<file path="src/rtl/core/tdpt_pkg.sv">
`default_nettype none

package tdpt_pkg;

  localparam int unsigned DATA_WIDTH_DEF = 32;
  localparam int unsigned OUT_TDATA_W    = 8;

  // controller to datapath
  typedef struct packed {
    logic load;
    logic div_start;
    logic div_step;
    logic next_div;
  } tdpt_cmd_t;

  // datapath to controller
  typedef struct packed {
    logic trivial;
    logic trivial_prime;
    logic sq_over;
    logic div_last;
    logic rem_zero;
  } tdpt_status_t;

endpackage

`default_nettype wire

</file>
<file path="src/rtl/core/tdpt_ctrl.sv">
`default_nettype none

module tdpt_ctrl (
  input  wire logic                  clk,
  input  wire logic                  rst_n,
  input  wire logic                  in_tvalid,
  output logic                       in_tready,
  output logic                       out_tvalid,
  input  wire logic                  out_tready,
  output logic                       is_prime,
  input  wire tdpt_pkg::tdpt_status_t status,
  output tdpt_pkg::tdpt_cmd_t        cmd
);
  import tdpt_pkg::*;

  localparam logic [2:0] S_IDLE  = 3'd0;
  localparam logic [2:0] S_CLASS = 3'd1;
  localparam logic [2:0] S_CHECK = 3'd2;
  localparam logic [2:0] S_DIV   = 3'd3;
  localparam logic [2:0] S_EVAL  = 3'd4;
  localparam logic [2:0] S_DONE  = 3'd5;

  logic [2:0] state_r, state_nxt;
  logic       res_r, res_nxt;
  logic       ovalid_r, ovalid_nxt;
  logic       oprime_r, oprime_nxt;

  assign in_tready  = state_r == S_IDLE;
  assign out_tvalid = ovalid_r;
  assign is_prime   = oprime_r;

  always_comb begin
    state_nxt  = state_r;
    res_nxt    = res_r;
    ovalid_nxt = ovalid_r && !out_tready;
    oprime_nxt = oprime_r;
    cmd        = '0;
    unique case (state_r)
      S_IDLE: begin
        if (in_tvalid) begin
          cmd.load  = 1'b1;
          state_nxt = S_CLASS;
        end
      end
      S_CLASS: begin
        if (status.trivial) begin
          res_nxt   = status.trivial_prime;
          state_nxt = S_DONE;
        end else begin
          state_nxt = S_CHECK;
        end
      end
      S_CHECK: begin
        if (status.sq_over) begin
          res_nxt   = 1'b1;
          state_nxt = S_DONE;
        end else begin
          cmd.div_start = 1'b1;
          state_nxt     = S_DIV;
        end
      end
      S_DIV: begin
        cmd.div_step = 1'b1;
        if (status.div_last) begin
          state_nxt = S_EVAL;
        end
      end
      S_EVAL: begin
        if (status.rem_zero) begin
          res_nxt   = 1'b0;
          state_nxt = S_DONE;
        end else begin
          cmd.next_div = 1'b1;
          state_nxt    = S_CHECK;
        end
      end
      S_DONE: begin
        if (!ovalid_r || out_tready) begin
          ovalid_nxt = 1'b1;
          oprime_nxt = res_r;
          state_nxt  = S_IDLE;
        end
      end
      default: begin
        state_nxt = S_IDLE;
      end
    endcase
  end

  always_ff @(posedge clk) begin
    if (!rst_n) begin
      state_r  <= S_IDLE;
      ovalid_r <= 1'b0;
    end else begin
      state_r  <= state_nxt;
      ovalid_r <= ovalid_nxt;
    end
    res_r    <= res_nxt;
    oprime_r <= oprime_nxt;
  end

endmodule

`default_nettype wire

</file>
<file path="config.mk">
export PLATFORM = sky130hd
export DESIGN_NAME = tdpt_ctrl
export DESIGN_NICKNAME = d
export VERILOG_FILES = /design/src/rtl/core/tdpt_pkg.sv /design/src/rtl/core/tdpt_ctrl.sv
export SDC_FILE = /design/constraint.sdc
export NUM_CORES = 1
export LEC_CHECK = 0
export BUFFER_PORTS_ARGS = -buffer_cell sky130_fd_sc_hd__clkbuf_2
export CORE_AREA = 5 5 42 44
export DETAILED_ROUTE_END_ITERATION = 6
export DIE_AREA = 0 0 47 49
export PLACE_DENSITY_LB_ADDON = 0.1
export SLEW_MARGIN = 15
export SYNTH_ARGS = -nofsm -noshare
export SYNTH_HDL_FRONTEND = slang
export SYNTH_SLANG_ARGS = --single-unit
</file>
<file path="constraint.sdc">
create_clock -name clk -period 1.4 [get_ports clk]
set_input_delay 0.28 -clock clk [delete_from_list [all_inputs] [get_ports clk]]
set_output_delay 0.28 -clock clk [all_outputs]
set_load 0.05 [all_outputs]
</file>
==> summary.md <==
| Metric | Value |
|---|---|
| Global-route wire length before repair | 1.86 mm |
| Num CTS Buffers | 3 |
| Post-Route WL | 1.08 mm |
| Main combinational cell family by area after synthesis | simple AND/OR/NAND/NOR gates |
| R2R depth | 4 |
| Ratio of cells with drive above 1 in the final layout | 49.4% |
| Final WS setup | -0.0838 ns |
| Worst-Skew Late Latency | 0.25 ns |
| Die Ht | 49 um |
| Pleak | 0.303 nW |
| Clock root cell | clkbuf_4 |
| Post-route DRC | 0 |
| Max-cap violation count | 0 |
| Clock Path Buffers | 2 |
| Final clock skew | 0.000980 ns |
| Hold path endpoint | state_r[2] |
| Core Region | 1400 um2 |
| Final Hold Viols | 0 |
| IO Pins | 16 |
| Mux share of post-synthesis cell area | 2.25% |
| Setup_tns | -0.224 ns |
| Max-slew violations | 0 |
| CTS Sinks | 6 |
| Worst Path Required | 1.12 ns |
| Die area | 2300 um2 |
| Mapped Cells | 52 |
| Fillers | 138 |
| Routability congestion estimate | 0.750 |
| N_diodes | 0 |
| Most frequent cells in the layout | 10 x clkbuf_2, 7 x buf_4, 4 x a21oi_1, 4 x clkbuf_4 |
| Drt pass-1 iters | 4 |
| Crit path max fanout | 9 |
| Cells after DPL | 87 |
| Final critical-path share of the clock period | 106% |
| Sw power | 230 uW |
| Clk pwr share | 27.3% |
| DR WL/cell | 11.6 um |
| CTS hold repair buffers | 0 |
| Final ANT Viol Nets | 0 |
| Unrepaired setup endpoints after global routing | true |
| Synth Area in Adders | 0% |
| Layout area overhead | 65.4% |
| FF+latch count, synth | 6 |
| P_int | 442 uW |
| Simple-gate area share of the yosys netlist | 37.6% |
| Worst rel slew slack | 79.4% |
| Layout Cells excl Fill | 93 |
| Clock transition at path regs | 0.05 ns |
| Grt ovf | 0 |
| Initial drt markers | 2 |
| F_max | 0.674 GHz |
| Startpoint types | flip-flop |
| Reg2reg end | state_r[2] |
| Critical Path AT | 1.20 ns |
| Crit end category | primary output |
| Critical path origin | state_r[2] |
| Synth Area in Compound Gates | 22.5% |
| Peak supply drop | 0.472 mV |
| Synth Cell Area | 445 um2 |
| Fin crit period | 1.48 ns |
| Sequential Power Share | 31.9% |
| Violations in the final reports | setup timing |
| Syn nets | 61 |
| Die Wd | 47 um |
| Min-Delay Path Depth | 3 |
| Initial antenna violation count | 0 |
| CTS tree | yes |
| Vias in the first global route | 453 |
| Mean Syn Cell Area | 8.57 um2 |
| Final setup vio count | 4 |
| Post-synthesis sequential area ratio | 31.5% |
| Commonest non-fill, non-tap cell in the layout | clkbuf_2 |
| Nets@finish | 87 |
| H-tree levels | 1 |
| Core Rows | 14 |
| Min-delay src | rst_n |
| IO buf count | 15 |
| Vias | 490 |
| Reg2Reg Setup Slack | 0.12 ns |
| Outcome | finished, violations left |
| Reg2Reg Launch Point | state_r[1] |
| DR vias/cell | 5.27 |
| Starting density of the core | 31.8% |
| Worst-Margin Slew | 0.307 ns |
| Cell Pwr Density | 913 nW/um2 |
| Largest net degree at the start of global routing | 13 |
| Combinational power share | 40.9% |
| Post-synth cell types | 30 |
| Setup CP Type | reg -> out |
| WHS | 0.291 ns |
| Yosys warnings | 0 |
| Xor/xnor share of the synthesized area | 0% |
| Total GRT Usage | 11.1% |
| Sw Ratio | 34.3% |
| Hpwl dp | 857 um |
| Hold Crit Class | in -> reg |
-- cells by family (layout without fill, tap and decap cells) --
logic type,after synthesis,count (layout)
buffers and inverters,6,31
multiplexers,1,1
AO/OA/AOI/OAI,15,15
AND/OR/NAND/NOR,24,24
flip-flops,6,6
-- per-layer routing --
| layer | track usage [%] | part of all wire [%] | vias up |
|---|---|---|---|
| met5 | 0 | 0 | - |
| met4 | 5.53 | 1.6 | 0 |
| met3 | 3.69 | 7.7 | 2 |
| met2 | 16.5 | 45 | 15 |
| met1 | 13.9 | 45 | 228 |
| li1 | - | - | 245 |
-- worst max-delay path, stage by stage (launching register included) --
cell     delay [ns]
dfxtp_4        0.42
and2b_4        0.17
nor3b_4        0.19
buf_8          0.17
-- flip-flops by register name, indices dropped and copies added (netlist names) --
name,cells
is_prime,1
out_tvalid,1
res_r,1
state_r,3
-- synth_stat cells (all sizes together) --
cell	n	area share, %
a211oi	1	1.7
a21oi	4	4.5
a221o	1	2.2
a41oi	1	2.0
and2	2	2.8
and2b	1	2.2
and3b	1	2.0
and4bb	1	2.8
buf	2	2.8
clkbuf	1	0.84
dfxtp	4	18
edfxtp	2	13
inv	3	2.5
mux2i	1	2.2
nand2	3	2.5
nand3	1	1.1
nand3b	1	1.7
nor2	3	2.5
nor2b	3	4.2
nor3	1	2.2
nor3b	4	7.9
nor4b	1	2.0
nor4bb	1	2.2
o21a	1	1.7
o21ai	6	6.7
o32ai	1	3.7
or2	1	1.4
-- worst max-delay path by stage --
stage	endpoint
global route	cmd[3]
finish	cmd[0]
CTS	cmd[0]
detailed placement	cmd[1]
floorplan	cmd[3]
global placement	cmd[1]
-- timing repair --
action / CTS / global route
endpoints found under the hold margin: 0 / 0
pin swaps: 0 / 0
setup buffers: 2 / 0
setup endpoints to repair: 5 / 5
resized for setup: 15 / 3
-- through the flow --
| stage | utilization, % | area, um2 | setup slack (ns) | total power, mW |
|---|---|---|---|---|
| 4_1_cts | 52.1 | 729 | -0.0925 | 0.678 |
| 2_1_floorplan | - | 490 | -0.0615 | 0.375 |
| 5_1_grt | 52.6 | 737 | -0.120 | 0.716 |
| 3_3_place_gp | 44.7 | 627 | 0.0168 | 0.453 |
| 3_5_place_dp | 44.7 | 627 | 0.0322 | 0.450 |
| 6_report | 52.6 | 737 | -0.0838 | 0.673 |
-- final cells by class --
cell class	instances	area [um2]	share of cell area, %
sequential	6	149	20.2
clock buffer	4	26.3	3.57
timing repair buffer	24	210	28.5
multi-input combinational	40	320	43.5
tap	16	20.0	2.72
inverter	3	11.3	1.53
-- power by group through the flow --
stage	registers, mW	clock network (mW)	logic (mW)
6_report	0.214	0.183	0.275
5_1_grt	0.216	0.205	0.296
4_1_cts	0.212	0.193	0.273
3_5_place_dp	0.217	0	0.233
3_3_place_gp	0.217	0	0.235
2_1_floorplan	0.215	0	0.160
Note: power is estimated with default switching activity, not from simulation.
